`config.mk`:
```
export PLATFORM = sky130hd
export DESIGN_NAME = stepper_speed_ramp_timer
export DESIGN_NICKNAME = d
export VERILOG_FILES = /design/src/sv/ssrt_pkg.sv /design/src/sv/ssrt_div.sv /design/src/sv/stepper_speed_ramp_timer.sv
export SDC_FILE = /design/constraint.sdc
export NUM_CORES = 2
export LEC_CHECK = 0
export ABC_AREA = 0
export BUFFER_PORTS_ARGS = -buffer_cell sky130_fd_sc_hd__buf_2
export CORE_MARGIN = 2
export CORE_UTILIZATION = 40
export CTS_BUF_LIST = sky130_fd_sc_hd__clkbuf_8
export DETAILED_ROUTE_END_ITERATION = 10
export PLACE_DENSITY = 0.55
export SYNTH_ARGS = -nofsm -noshare
export SYNTH_HDL_FRONTEND = slang
export SYNTH_SLANG_ARGS = --single-unit
```
`constraint.sdc`:
```
create_clock -name clk_i -period 35.7 [get_ports clk_i]
set_clock_uncertainty 0.1 [all_clocks]
set_input_delay 7.14 -clock clk_i [delete_from_list [all_inputs] [get_ports clk_i]]
set_output_delay 7.14 -clock clk_i [all_outputs]
set_load 0.05 [all_outputs]
```
`src/sv/ssrt_pkg.sv`:
```
// ----------------------------------------------------------------------------
// ssrt_pkg: shared types and constants of the stepper speed ramp timer
// Field widths, command and register codes, reset values, request and
// result structs, and the control state encoding.
// ----------------------------------------------------------------------------
package ssrt_pkg;

  // Speed format: unsigned Q16.SPD_FRAC steps per second
  localparam int SPD_FRAC = 8;
  localparam int SPD_W    = 16 + SPD_FRAC;
  localparam int DT_W     = 32;
  localparam int PER_W    = 32;
  localparam int FREQ_W   = 27;
  localparam int TPS_W    = 3;
  localparam int RAMP_W   = 16;
  localparam int INTV_W   = 8;
  localparam int MINRUN_W = 16;
  localparam int MINP_W   = 16;
  localparam int OP_W     = 3;
  localparam int SPS_W    = 16;

  // Divider: dividend register holds the widest dividend (target * dt)
  localparam int DEN_W = SPD_W + TPS_W;
  localparam int DVD_W = SPD_W + DT_W;
  localparam int CNT_W = $clog2(DVD_W + 1);

  // Configuration port
  localparam int CFG_IDX_W  = 3;
  localparam int CFG_DATA_W = FREQ_W;

  // Command codes
  localparam logic [OP_W-1:0] OP_TICK     = 3'd0;
  localparam logic [OP_W-1:0] OP_SPEED    = 3'd1;
  localparam logic [OP_W-1:0] OP_STOP_REQ = 3'd2;
  localparam logic [OP_W-1:0] OP_STOP_NOW = 3'd3;
  localparam logic [OP_W-1:0] OP_ENABLE   = 3'd4;
  localparam logic [OP_W-1:0] OP_DIR      = 3'd5;

  // Register indexes
  localparam logic [CFG_IDX_W-1:0] CFG_RAMP   = 3'd0;
  localparam logic [CFG_IDX_W-1:0] CFG_INTV   = 3'd1;
  localparam logic [CFG_IDX_W-1:0] CFG_MINRUN = 3'd2;
  localparam logic [CFG_IDX_W-1:0] CFG_FREQ   = 3'd3;
  localparam logic [CFG_IDX_W-1:0] CFG_TPS    = 3'd4;
  localparam logic [CFG_IDX_W-1:0] CFG_MINP   = 3'd5;

  // Reset values
  localparam logic [RAMP_W-1:0]   RST_RAMP   = 16'd0;
  localparam logic [INTV_W-1:0]   RST_INTV   = 8'd1;
  localparam logic [MINRUN_W-1:0] RST_MINRUN = 16'd1;
  localparam logic [FREQ_W-1:0]   RST_FREQ   = 27'd1000000;
  localparam logic [TPS_W-1:0]    RST_TPS    = 3'd2;
  localparam logic [MINP_W-1:0]   RST_MINP   = 16'd10;
  localparam logic [PER_W-1:0]    INIT_PERIOD = 32'd50;

  // Milliseconds per second, divisor of the minimum ramp step
  localparam logic [DEN_W-1:0] MS_PER_S = DEN_W'(1000);

  typedef enum logic [2:0] {
    ST_IDLE,
    ST_MUL,
    ST_DIV_A,
    ST_DIV_B,
    ST_TIMER,
    ST_DIV_P,
    ST_OUT
  } state_e;

  typedef struct packed {
    logic [OP_W-1:0]  op;
    logic [DT_W-1:0]  now_ms;
    logic [SPS_W-1:0] speed_sps;
    logic             dir_bit;
  } in_req_t;

  typedef struct packed {
    logic             serviced;
    logic             hard_stop_done;
    logic             running;
    logic [PER_W-1:0] period_ticks;
    logic [SPD_W-1:0] speed_now;
    logic             drive_enable;
    logic             direction;
    logic             step_forced_low;
  } out_rsp_t;

  // Divider launch: start pulse and number of dividend bits to process
  typedef struct packed {
    logic             start;
    logic [CNT_W-1:0] len;
  } div_req_t;

endpackage

```
`src/sv/ssrt_div.sv`:
```
// ----------------------------------------------------------------------------
// ssrt_div: bit-serial restoring divider
// One quotient bit per cycle. The dividend arrives left aligned; when done
// pulses, the low len bits of the quotient register hold the quotient.
// ----------------------------------------------------------------------------
module ssrt_div
  import ssrt_pkg::*;
(
  input  logic             clk_i,
  input  logic             rst_ni,
  input  div_req_t         req_i,
  input  logic [DVD_W-1:0] dividend_i,
  input  logic [DEN_W-1:0] divisor_i,
  output logic             done_o,
  output logic [DVD_W-1:0] quo_o
);

  logic [DVD_W-1:0] dvd_q, dvd_d;
  logic [DEN_W-1:0] rem_q, rem_d;
  logic [DEN_W-1:0] den_q;
  logic [CNT_W-1:0] cnt_q;
  logic             busy_q;
  logic             done_q;
  logic [DEN_W:0]   trial;
  logic [DEN_W:0]   diff;
  logic             ge;

  // One restoring step: shift in the next dividend bit, subtract if it fits
  always_comb begin
    trial = {rem_q, dvd_q[DVD_W-1]};
    diff  = trial - {1'b0, den_q};
    ge    = (trial >= {1'b0, den_q});
    rem_d = ge ? diff[DEN_W-1:0] : trial[DEN_W-1:0];
    dvd_d = {dvd_q[DVD_W-2:0], ge};
  end

  // Control: bit counter, busy and done pulse
  always_ff @(posedge clk_i or negedge rst_ni) begin
    if (!rst_ni) begin
      busy_q <= 1'b0;
      done_q <= 1'b0;
      cnt_q  <= '0;
    end else begin
      done_q <= 1'b0;
      if (req_i.start) begin
        busy_q <= 1'b1;
        cnt_q  <= req_i.len;
      end else if (busy_q) begin
        cnt_q <= cnt_q - 1'b1;
        if (cnt_q == CNT_W'(1)) begin
          busy_q <= 1'b0;
          done_q <= 1'b1;
        end
      end
    end
  end

  // Datapath
  always_ff @(posedge clk_i) begin
    if (req_i.start) begin
      dvd_q <= dividend_i;
      rem_q <= '0;
      den_q <= divisor_i;
    end else if (busy_q) begin
      dvd_q <= dvd_d;
      rem_q <= rem_d;
    end
  end

  assign done_o = done_q;
  assign quo_o  = dvd_q;

endmodule

```
`src/sv/stepper_speed_ramp_timer.sv`:
```
// ----------------------------------------------------------------------------
// stepper_speed_ramp_timer: linear speed ramp and step timer period
// Commands in, one status result out per command.
// ----------------------------------------------------------------------------
// Usage:
//  Input channel (in_valid_i / in_stall_o) carries one command request:
//  tick, set speed, hard stop request, hard stop now, enable, direction.
//  Output channel (out_valid_o / out_stall_i) returns one status result
//  for every command, in order. Configuration writes use cfg_valid_i /
//  cfg_ready_o; the user makes them while the block is idle (not enforced).
//  Flow: non-tick commands, ticks that fail the interval check and hard
//  stops go from acceptance straight to the output state. A serviced tick
//  with a ramp first runs a bit-serial multiply of target by dt, then two
//  passes of the shared one-bit-per-cycle divider (56 and 40 bits) for the
//  ramp step and the minimum step. With or without a ramp the timer state
//  then runs the period division (35 bits) unless it stops or saturates.
//  One command is in work at a time; the next one is accepted as soon as
//  the result sits in the output register, even while the receiver stalls.
//  Reset clears speeds, flags and time stamp, sets the period to 50 ticks
//  and loads the register defaults.
// ----------------------------------------------------------------------------
module stepper_speed_ramp_timer
  import ssrt_pkg::*;
(
  input  logic                  clk_i,
  input  logic                  rst_ni,
  input  logic                  in_valid_i,
  output logic                  in_stall_o,
  input  in_req_t               in_data_i,
  output logic                  out_valid_o,
  input  logic                  out_stall_i,
  output out_rsp_t              out_data_o,
  input  logic                  cfg_valid_i,
  output logic                  cfg_ready_o,
  input  logic [CFG_IDX_W-1:0]  cfg_index_i,
  input  logic [CFG_DATA_W-1:0] cfg_data_i
);

  localparam int MCNT_W = $clog2(DT_W);

  // Configuration registers
  logic [RAMP_W-1:0]   ramp_q;
  logic [INTV_W-1:0]   intv_q;
  logic [MINRUN_W-1:0] minrun_q;
  logic [FREQ_W-1:0]   freq_q;
  logic [TPS_W-1:0]    tps_q;
  logic [MINP_W-1:0]   minp_q;

  // Block state
  state_e           state_q, state_d;
  logic [SPD_W-1:0] target_q, target_d;
  logic [SPD_W-1:0] cur_q, cur_d;
  logic [DT_W-1:0]  last_q, last_d;
  logic             pend_q, pend_d;
  logic             run_q, run_d;
  logic [PER_W-1:0] period_q, period_d;
  logic             en_q, en_d;
  logic             dir_q, dir_d;

  // Per-request flags
  logic serv_q, serv_d;
  logic sdone_q, sdone_d;
  logic forced_q, forced_d;

  // Work registers
  logic [DT_W-1:0]   dt_q, dt_d;
  logic [DVD_W-1:0]  mcand_q, mcand_d;
  logic [DT_W-1:0]   mplier_q, mplier_d;
  logic [DVD_W-1:0]  prod_q, prod_d;
  logic [MCNT_W-1:0] mcnt_q, mcnt_d;
  logic [DVD_W-1:0]  a_q, a_d;
  logic              dstart_q, dstart_d;

  // Output register
  logic     out_valid_q, out_valid_d;
  out_rsp_t out_q, out_d;

  // Divider hookup
  div_req_t         div_req;
  logic [DVD_W-1:0] div_dvd;
  logic [DEN_W-1:0] div_den;
  logic             div_done;
  logic [DVD_W-1:0] div_quo;
  logic [DEN_W-1:0] den_p;

  logic accept;
  logic out_free;

  assign accept      = in_valid_i && !in_stall_o;
  assign in_stall_o  = (state_q != ST_IDLE);
  assign out_free    = !out_valid_q || !out_stall_i;
  assign cfg_ready_o = 1'b1;
  assign den_p       = DEN_W'(cur_q) * DEN_W'(tps_q);

  // Configuration writes
  always_ff @(posedge clk_i or negedge rst_ni) begin
    if (!rst_ni) begin
      ramp_q   <= RST_RAMP;
      intv_q   <= RST_INTV;
      minrun_q <= RST_MINRUN;
      freq_q   <= RST_FREQ;
      tps_q    <= RST_TPS;
      minp_q   <= RST_MINP;
    end else if (cfg_valid_i) begin
      unique case (cfg_index_i)
        CFG_RAMP:   ramp_q   <= cfg_data_i[RAMP_W-1:0];
        CFG_INTV:   intv_q   <= cfg_data_i[INTV_W-1:0];
        CFG_MINRUN: minrun_q <= cfg_data_i[MINRUN_W-1:0];
        CFG_FREQ:   freq_q   <= cfg_data_i[FREQ_W-1:0];
        CFG_TPS:    tps_q    <= cfg_data_i[TPS_W-1:0];
        CFG_MINP:   minp_q   <= cfg_data_i[MINP_W-1:0];
        default: ;
      endcase
    end
  end

  // Divider operand select: ramp step, minimum step, timer period
  always_comb begin
    div_req.start = dstart_q;
    div_req.len   = CNT_W'(DVD_W);
    div_dvd       = prod_q;
    div_den       = DEN_W'(ramp_q);
    unique case (state_q)
      ST_DIV_B: begin
        div_req.len = CNT_W'(DT_W + SPD_FRAC);
        div_dvd     = {dt_q, {(DVD_W - DT_W){1'b0}}};
        div_den     = MS_PER_S;
      end
      ST_DIV_P: begin
        div_req.len = CNT_W'(FREQ_W + SPD_FRAC);
        div_dvd     = {freq_q, {(DVD_W - FREQ_W){1'b0}}};
        div_den     = den_p;
      end
      default: ;
    endcase
  end

  ssrt_div u_div (
    .clk_i      (clk_i),
    .rst_ni     (rst_ni),
    .req_i      (div_req),
    .dividend_i (div_dvd),
    .divisor_i  (div_den),
    .done_o     (div_done),
    .quo_o      (div_quo)
  );

  // Next state and datapath control
  always_comb begin
    logic [DT_W-1:0]  last_eff;
    logic [DT_W-1:0]  dt;
    logic [DVD_W-1:0] step;
    logic [SPD_W-1:0] span;
    logic [PER_W-1:0] per;

    state_d     = state_q;
    target_d    = target_q;
    cur_d       = cur_q;
    last_d      = last_q;
    pend_d      = pend_q;
    run_d       = run_q;
    period_d    = period_q;
    en_d        = en_q;
    dir_d       = dir_q;
    serv_d      = serv_q;
    sdone_d     = sdone_q;
    forced_d    = forced_q;
    dt_d        = dt_q;
    mcand_d     = mcand_q;
    mplier_d    = mplier_q;
    prod_d      = prod_q;
    mcnt_d      = mcnt_q;
    a_d         = a_q;
    dstart_d    = 1'b0;
    out_valid_d = out_valid_q && out_stall_i;
    out_d       = out_q;

    last_eff = (last_q == '0) ? in_data_i.now_ms : last_q;
    dt       = in_data_i.now_ms - last_eff;
    step     = (a_q > div_quo) ? a_q : div_quo;
    span     = '0;
    per      = '0;

    unique case (state_q)
      ST_IDLE: begin
        if (accept) begin
          serv_d   = 1'b0;
          sdone_d  = 1'b0;
          forced_d = 1'b0;
          state_d  = ST_OUT;
          unique case (in_data_i.op)
            OP_TICK: begin
              last_d = last_eff;
              if (dt >= DT_W'(intv_q)) begin
                last_d = in_data_i.now_ms;
                serv_d = 1'b1;
                if (pend_q) begin
                  // pending hard stop takes this tick
                  pend_d   = 1'b0;
                  sdone_d  = 1'b1;
                  forced_d = 1'b1;
                  target_d = '0;
                  cur_d    = '0;
                  run_d    = 1'b0;
                  en_d     = 1'b0;
                end else if (ramp_q == '0) begin
                  // instant ramp whenever time has passed
                  if (dt != '0) cur_d = target_q;
                  state_d = ST_TIMER;
                end else begin
                  dt_d     = dt;
                  mcand_d  = DVD_W'(target_q);
                  mplier_d = dt;
                  prod_d   = '0;
                  mcnt_d   = MCNT_W'(DT_W - 1);
                  state_d  = ST_MUL;
                end
              end
            end
            OP_SPEED:    target_d = {in_data_i.speed_sps, {SPD_FRAC{1'b0}}};
            OP_STOP_REQ: pend_d = 1'b1;
            OP_STOP_NOW: begin
              forced_d = 1'b1;
              target_d = '0;
              cur_d    = '0;
              run_d    = 1'b0;
              en_d     = 1'b0;
            end
            OP_ENABLE:   en_d  = 1'b1;
            OP_DIR:      dir_d = in_data_i.dir_bit;
            default: ;
          endcase
        end
      end

      // target * dt, one multiplier bit per cycle
      ST_MUL: begin
        if (mplier_q[0]) prod_d = prod_q + mcand_q;
        mcand_d  = {mcand_q[DVD_W-2:0], 1'b0};
        mplier_d = {1'b0, mplier_q[DT_W-1:1]};
        mcnt_d   = mcnt_q - 1'b1;
        if (mcnt_q == '0) begin
          dstart_d = 1'b1;
          state_d  = ST_DIV_A;
        end
      end

      // ramp step = target * dt / ramp_time
      ST_DIV_A: begin
        if (div_done) begin
          a_d      = div_quo;
          dstart_d = 1'b1;
          state_d  = ST_DIV_B;
        end
      end

      // minimum step, then move current speed toward target
      ST_DIV_B: begin
        if (div_done) begin
          if (target_q > cur_q) begin
            span  = target_q - cur_q;
            cur_d = (DVD_W'(span) > step) ? cur_q + step[SPD_W-1:0] : target_q;
          end else begin
            span  = cur_q - target_q;
            cur_d = (DVD_W'(span) > step) ? cur_q - step[SPD_W-1:0] : target_q;
          end
          state_d = ST_TIMER;
        end
      end

      // below the running floor stepping stops, else set or compute the period
      ST_TIMER: begin
        if (cur_q < {minrun_q, {SPD_FRAC{1'b0}}}) begin
          run_d    = 1'b0;
          forced_d = 1'b1;
          state_d  = ST_OUT;
        end else if (den_p == '0) begin
          period_d = '1;
          run_d    = 1'b1;
          state_d  = ST_OUT;
        end else begin
          dstart_d = 1'b1;
          state_d  = ST_DIV_P;
        end
      end

      // period = (freq << frac) / (speed * toggles), saturated and floored
      ST_DIV_P: begin
        if (div_done) begin
          per      = (|div_quo[DVD_W-1:PER_W]) ? '1 : div_quo[PER_W-1:0];
          period_d = (per < PER_W'(minp_q)) ? PER_W'(minp_q) : per;
          run_d    = 1'b1;
          state_d  = ST_OUT;
        end
      end

      // load the status result once the output register is free
      ST_OUT: begin
        if (out_free) begin
          out_valid_d           = 1'b1;
          out_d.serviced        = serv_q;
          out_d.hard_stop_done  = sdone_q;
          out_d.running         = run_q;
          out_d.period_ticks    = period_q;
          out_d.speed_now       = cur_q;
          out_d.drive_enable    = en_q;
          out_d.direction       = dir_q;
          out_d.step_forced_low = forced_q;
          state_d               = ST_IDLE;
        end
      end

      default: state_d = ST_IDLE;
    endcase
  end

  // Control and state registers
  always_ff @(posedge clk_i or negedge rst_ni) begin
    if (!rst_ni) begin
      state_q     <= ST_IDLE;
      target_q    <= '0;
      cur_q       <= '0;
      last_q      <= '0;
      pend_q      <= 1'b0;
      run_q       <= 1'b0;
      period_q    <= INIT_PERIOD;
      en_q        <= 1'b0;
      dir_q       <= 1'b0;
      serv_q      <= 1'b0;
      sdone_q     <= 1'b0;
      forced_q    <= 1'b0;
      mcnt_q      <= '0;
      dstart_q    <= 1'b0;
      out_valid_q <= 1'b0;
    end else begin
      state_q     <= state_d;
      target_q    <= target_d;
      cur_q       <= cur_d;
      last_q      <= last_d;
      pend_q      <= pend_d;
      run_q       <= run_d;
      period_q    <= period_d;
      en_q        <= en_d;
      dir_q       <= dir_d;
      serv_q      <= serv_d;
      sdone_q     <= sdone_d;
      forced_q    <= forced_d;
      mcnt_q      <= mcnt_d;
      dstart_q    <= dstart_d;
      out_valid_q <= out_valid_d;
    end
  end

  // Payload registers
  always_ff @(posedge clk_i) begin
    dt_q     <= dt_d;
    mcand_q  <= mcand_d;
    mplier_q <= mplier_d;
    prod_q   <= prod_d;
    a_q      <= a_d;
    out_q    <= out_d;
  end

  assign out_valid_o = out_valid_q;
  assign out_data_o  = out_q;

endmodule

```
Yosys cells after proc, flatten, opt, wreduce, memory -nomap -nowiden
Index checks and enable logic that the tools add are counted.
{"block": "totals", "register_bits": 627, "inputBits": 87, "output_inout_bits": 65}
{"block": "classes", "addsub": 9, "n_mul": 1, "order_cmp": 8, "eq_ne": 39, "mux": 102, "n_bitwise": 2, "n_reduce_logical": 47}
{"op": "$mux 56", "count": 14}
{"op": "$mux 32", "count": 12}
{"op": "$pmux 56 s2", "count": 3}
{"op": "$mux 24", "count": 11}
{"op": "$pmux 32 s2", "count": 2}
{"op": "$gt 24x56->1", "count": 2}
{"op": "$pmux 24 s2", "count": 2}
{"op": "$pmux 24 s3", "count": 1}
{"op": "$sub 24x24->24", "count": 3}
{"op": "$add 56x56->56", "count": 1}
{"op": "$gt 56x56->1", "count": 1}
{"op": "$pmux 27 s2", "count": 1}
{"op": "$ge 32x8->1", "count": 1}
{"op": "$logic_not 32->1", "count": 1}
{"op": "$lt 32x16->1", "count": 1}
{"op": "$reduce_bool 32->1", "count": 1}
{"op": "$sub 32x32->32", "count": 1}
{"op": "$mux 3", "count": 10}
{"op": "$ge 28x27->1", "count": 1}
{"op": "$logic_not 27->1", "count": 1}
{"op": "$mul 24x3->27", "count": 1}
{"op": "$mux 27", "count": 1}
{"op": "$sub 27x27->27", "count": 1}
{"op": "$mux 1", "count": 26}
{"op": "other kinds (37)", "count": 109}

Depth between registers and ports, before layout
{"block": "logic_depth", "depth_word": 11, "mapped_depth": 30, "ltp_nobuf": 29}

Modules after synthesis
From an unflattened synthesis, not the netlist that was laid out.
{"block": "hier_totals", "hier_cells": 3979, "hier_area_um2": 39694.3}
{"mod": "stepper_speed_ramp_timer", "n_inst": 1, "cells_per_inst": 3417, "area_each_um2": 33349.5}
{"mod": "ssrt_div", "n_inst": 1, "cells_per_inst": 562, "area_each_um2": 6344.8}

Least setup slack after synthesis
OpenSTA, ideal clock, no wires.
{"block": "synth_timing", "kind": "input -> register", "start": "input in_data_i[31] in the netlist's numbering", "end": "register prod_q[10] (enable)", "setup_time_ns": 0.409, "t_arrival_ns": 17.003, "path_slack_ns": 18.188, "cell_stages": 16, "n_path_buf": 1, "path_cell_list": "a21oi_1 ha_1 clkbuf_1 a21o_1 a21o_1 a21o_1 a311o_1 nor2b_1 a21o_1 a31o_2 a21oi_1 nor4_1 nand4_1 o211ai_1 o21ai_0 o21a_1"}
{"block": "synth_between", "elab_chain_len": 5}
{"element": "start, declared", "line": "stepper_speed_ramp_timer.sv:29", "text": "input in_req_t in_data_i,"}
{"element": "$mux 32", "line": "stepper_speed_ramp_timer.sv:178", "text": "last_eff = (last_q == '0) ? in_data_i.now_ms : last_q;"}
{"element": "$sub 32x32->32 (*)", "line": "stepper_speed_ramp_timer.sv:179", "text": "dt = in_data_i.now_ms - last_eff;"}
{"element": "$ge 32x8->1 (*)", "line": "stepper_speed_ramp_timer.sv:194", "text": "if (dt >= DT_W'(intv_q)) begin"}
{"element": "$ne 2x2->1 (no source line) (*)"}
{"element": "$reduce_and 7->1 (no source line) (*)"}
{"element": "end signal, assigned", "line": "stepper_speed_ramp_timer.sv:359", "text": "prod_q <= prod_d;"}
{"element": "end, declared", "line": "stepper_speed_ramp_timer.sv:69", "text": "logic [DVD_W-1:0] prod_q, prod_d;"}
Mark *: on every way between the ends. The rest lies on a longest branch, timed or not.
A chain may end at the register's enable or synchronous reset.

Worst setup path after layout
{"block": "layout_timing", "start": "input in_data_i[18] in the netlist's numbering", "end": "register dt_q[31] (enable)"}
{"block": "layout_between", "elab_chain_len": 4}
{"element": "$mux 32", "line": "stepper_speed_ramp_timer.sv:178"}
{"element": "$sub 32x32->32 (*)", "line": "stepper_speed_ramp_timer.sv:179"}
{"element": "$ge 32x8->1 (*)", "line": "stepper_speed_ramp_timer.sv:194"}
{"element": "$reduce_and 6->1 (no source line) (*)"}
{"element": "end signal, assigned", "line": "stepper_speed_ramp_timer.sv:356", "text": "dt_q <= dt_d;"}
{"element": "end, declared", "line": "stepper_speed_ramp_timer.sv:66", "text": "logic [DT_W-1:0] dt_q, dt_d;"}
Marked as above.

==> results.md <==
- Outcome: finished, final reports clean
- Vias in the first global route: 30,200
- H-Tree Depth: 3
- Initial antenna violation count: 8
- F_max: 82.9 MHz
- Postcts setup bufs: 0
- Worst Setup SP: in_data_i[18]
- Final setup fails: 0
- R2R Setup Slk: 27,900 ps
- Final ANT Viol Nets: 0
- Hold buffer count at CTS: 0
- Die height: 317 µm
- EDFF count, synth: 361
- Dominant cells by area after synthesis: edfxtp_1 28%, dfrtp_1 13%, ha_1 11%
- Top cells by count, synth: 363 x nand2_1, 361 x edfxtp_1, 338 x ha_1
- Final Hold Fails: 0
- Clk Latency, worst-skew pair: 760 ps
- Placed Area: 41,300 µm²
- Port-buffer cells: 150
- Fillers: 9,457
- WP data arrival: 12,400 ps
- Minimum clock period: 12,060 ps
- Reg-to-Reg Start: u_div.quo_o[55]
- Mapped cell area: 39,100 µm²
- Busiest grt layer: met2
- Hold Path Origin: u_div.quo_o[2]
- Capture instance of the worst register-to-register path: cur_q[7]
- Vias per Instance: 5.61
- Worst Path Required: 36,030 ps
- R2r worst-path depth: 21
- Netlist cell types: 92
- Share of power burned in registers: 29.0%
- Maximum VDD drop: 0.0527 mV
- Avg WL per Cell: 21.7 µm
- Share of cells above drive strength 1: 11.7%
- Largest area contributor in the netlist: edfxtp_1
- Clock share of power: 16.0%
- Die Wd: 317 µm
- Final setup TNS: 0 ps
- Resized Gates After CTS: 0
- Final Max Tran Viols: 0
- Max-Cap Viols: 0
- Critical-path maximum fanout: 32
- Combinational power share: 54.9%
- I/O Pins: 152
- Net Count, Synth: 4,452
- Mean Syn Cell Area: 9.78 µm²
- Layout area overhead: 11.3%
- Multi-input logic area: 20,800 µm²
- GRT Residual Overflow: 0
- Iter 0 DRT Violations: 2,198
- CTS Buf Count: 112
- Setup CP Type: in -> reg
- Detail Placement HPWL: 88,200 µm
- Synthesis Warnings: 0
- Area occupied by registers: 16,800 µm²
- Top_reg_cell synth: edfxtp_1
- Clock buffer depth: 3
- Post-synth top area share: 27.7%
- Cell Int Power: 2280 µW
- Async SR Flop Fraction: 35.7%
- Flops & latches, synth: 603
- Hold endpoint: a_q[2]
- Leakage: 0.0187 µW
- CTS tree: yes
- Sw power: 1940 µW
- Remaining DRCs: 0
- Worst-path clk slew: 60 ps
- # rows: 114
- First-pass GRT wire length: 181,000 µm
- RSZ-0062 raised after global routing: no
- Pwr per Cell Area: 97.0 nW/µm²
- Vias: 31,000
- Clock root buffer: clkbuf_8
- Critical Path Start Type: input pin
- Core area: 96,900 µm²
- Count leader, synth: nand2_1
- Global routing usage on met1: 32.2%
- Final cycle utilization of the critical path: 33.8%
- CP Capture Type: flip-flop
- Sequential share of the synthesized area: 42.9%
- DRT Pass-1 Iters: 7
- Slew @ Worst Pin: 1140 ps
- Grt met2 use: 38.4%
- WL final: 120,000 µm
- M3 GR Usage: 4.47%
- Layout Nets: 4,597
- CTS Sinks: 603
- Post-Synthesis Cells: 3,999
- RePlAce Congestion: 0.886
- Switching share of power: 45.9%
- Final instance area: 43,500 µm²
- Hold WC Path Type: reg -> reg
- Pin count of the biggest net entering global routing: 111
- Total GRT Usage: 23.7%
- Slew HR: 24.1%
- Worst Hold Depth: 0
- Initial Util: 40.4%
- Die ar.: 100,000 µm²
cell usage in the layout, fill, tap and decap left out, drive strengths merged, types with 56 or more instances in the layout:
| master | instances |
|---|---|
| and2 | 128 |
| buf | 191 |
| nand2b | 56 |
| a21oi | 255 |
| a21o | 122 |
| nand3 | 85 |
| o21ai | 209 |
| mux2 | 81 |
| clkbuf | 129 |
| xnor2 | 87 |
| nand2 | 363 |
| edfxtp | 361 |
| dfrtp | 200 |
| inv | 312 |
| nor2 | 298 |
| ha | 338 |
| a211oi | 58 |
| nor3 | 78 |
| a31oi | 62 |
registers in the layout, indices dropped and copies added (netlist names), 8 cells and up:
name	count
u_div.den_q	27
prod_q	48
u_div.rem_q	27
intv_q	8
mplier_q	32
minp_q	16
out_data_o	62
u_div.quo_o	56
mcand_q	48
target_q	16
period_q	32
freq_q	27
cur_q	24
ramp_q	16
minrun_q	16
last_q	32
dt_q	32
a_q	56
per-layer routing:
layer  routed length (µm)  vias to the layer above
met5                   27                        -
met4                 3360                        4
met3                 7480                      192
met2                54800                      852
met1                54000                    15000
li1                     -                    15000
critical path, stage by stage:
cell       delay (ps)
buf_2             120
nor2b_1           210
o21ai_0           130
ha_1              250
nand3_1           140
o31ai_1            90
a21oi_1           680
a21oi_1           200
a2111oi_0         590
a211o_1           240
nand2_1            90
nor4_1            410
nand4_1           340
or2_1             500
nand2_1           910
nor2_2             20
buf_4             300
stage by stage:
step / util (%) / hold WS, ps / power (µW) / cells / setup WS (ps)
floorplan: - / 319 / 2870 / 3999 / 18190
global placement: 42.6 / 324 / 3510 / 5306 / 22990
detailed placement: 42.6 / 332 / 3530 / 5306 / 22990
CTS: 44.9 / 342 / 4240 / 5518 / 23800
global route: 45.0 / 354 / 4570 / 5519 / 23370
finish: 45.0 / 345 / 4220 / 5520 / 23640
how the worst max path moves through the flow:
stage	slack [ps]	endpoint	cells past startpoint
global placement	22990	dt_q[23]	17
detailed placement	22990	dt_q[27]	17
finish	23640	dt_q[31]	17
floorplan	18190	prod_q[10]	16
CTS	23800	dt_q[31]	17
global route	23370	dt_q[31]	16
power by group through the flow:
stage | Clock, µW | Combinational (µW) | Sequential (µW)
2_1_floorplan | 0 | 1660 | 1210
3_3_place_gp | 0 | 2280 | 1240
3_5_place_dp | 0 | 2300 | 1240
4_1_cts | 696 | 2310 | 1230
5_1_grt | 723 | 2600 | 1250
6_report | 676 | 2320 | 1230
cell families (layout without fill, tap and decap cells):
family                     count (synthesis)  in the layout  share of synthesized area, %
AOI/OAI and AO/OA                       1073           1073                          18.3
xor gates and xnor gates                 140            140                          3.13
adders and majority gates                371            371                          12.4
buffers and inverters                    431            674                          4.25
DFF                                      603            603                          42.9
muxes                                    122            122                          3.41
other                                      1              3                       0.00959
and+or+nand+nor                         1258           1258                          15.6
final cells by class:
class | instances | share of cell area (%)
Inverter | 271 | 2.34
Sequential cell | 603 | 38.5
Clock inverter | 83 | 1.12
Timing Repair Buffer | 191 | 2.45
Tap cell | 1276 | 3.67
Antenna cell | 2 | 0.0115
Multi-Input combinational cell | 2965 | 47.8
Clock buffer | 129 | 4.08
No activity file was read; power rests on OpenSTA's default activity.
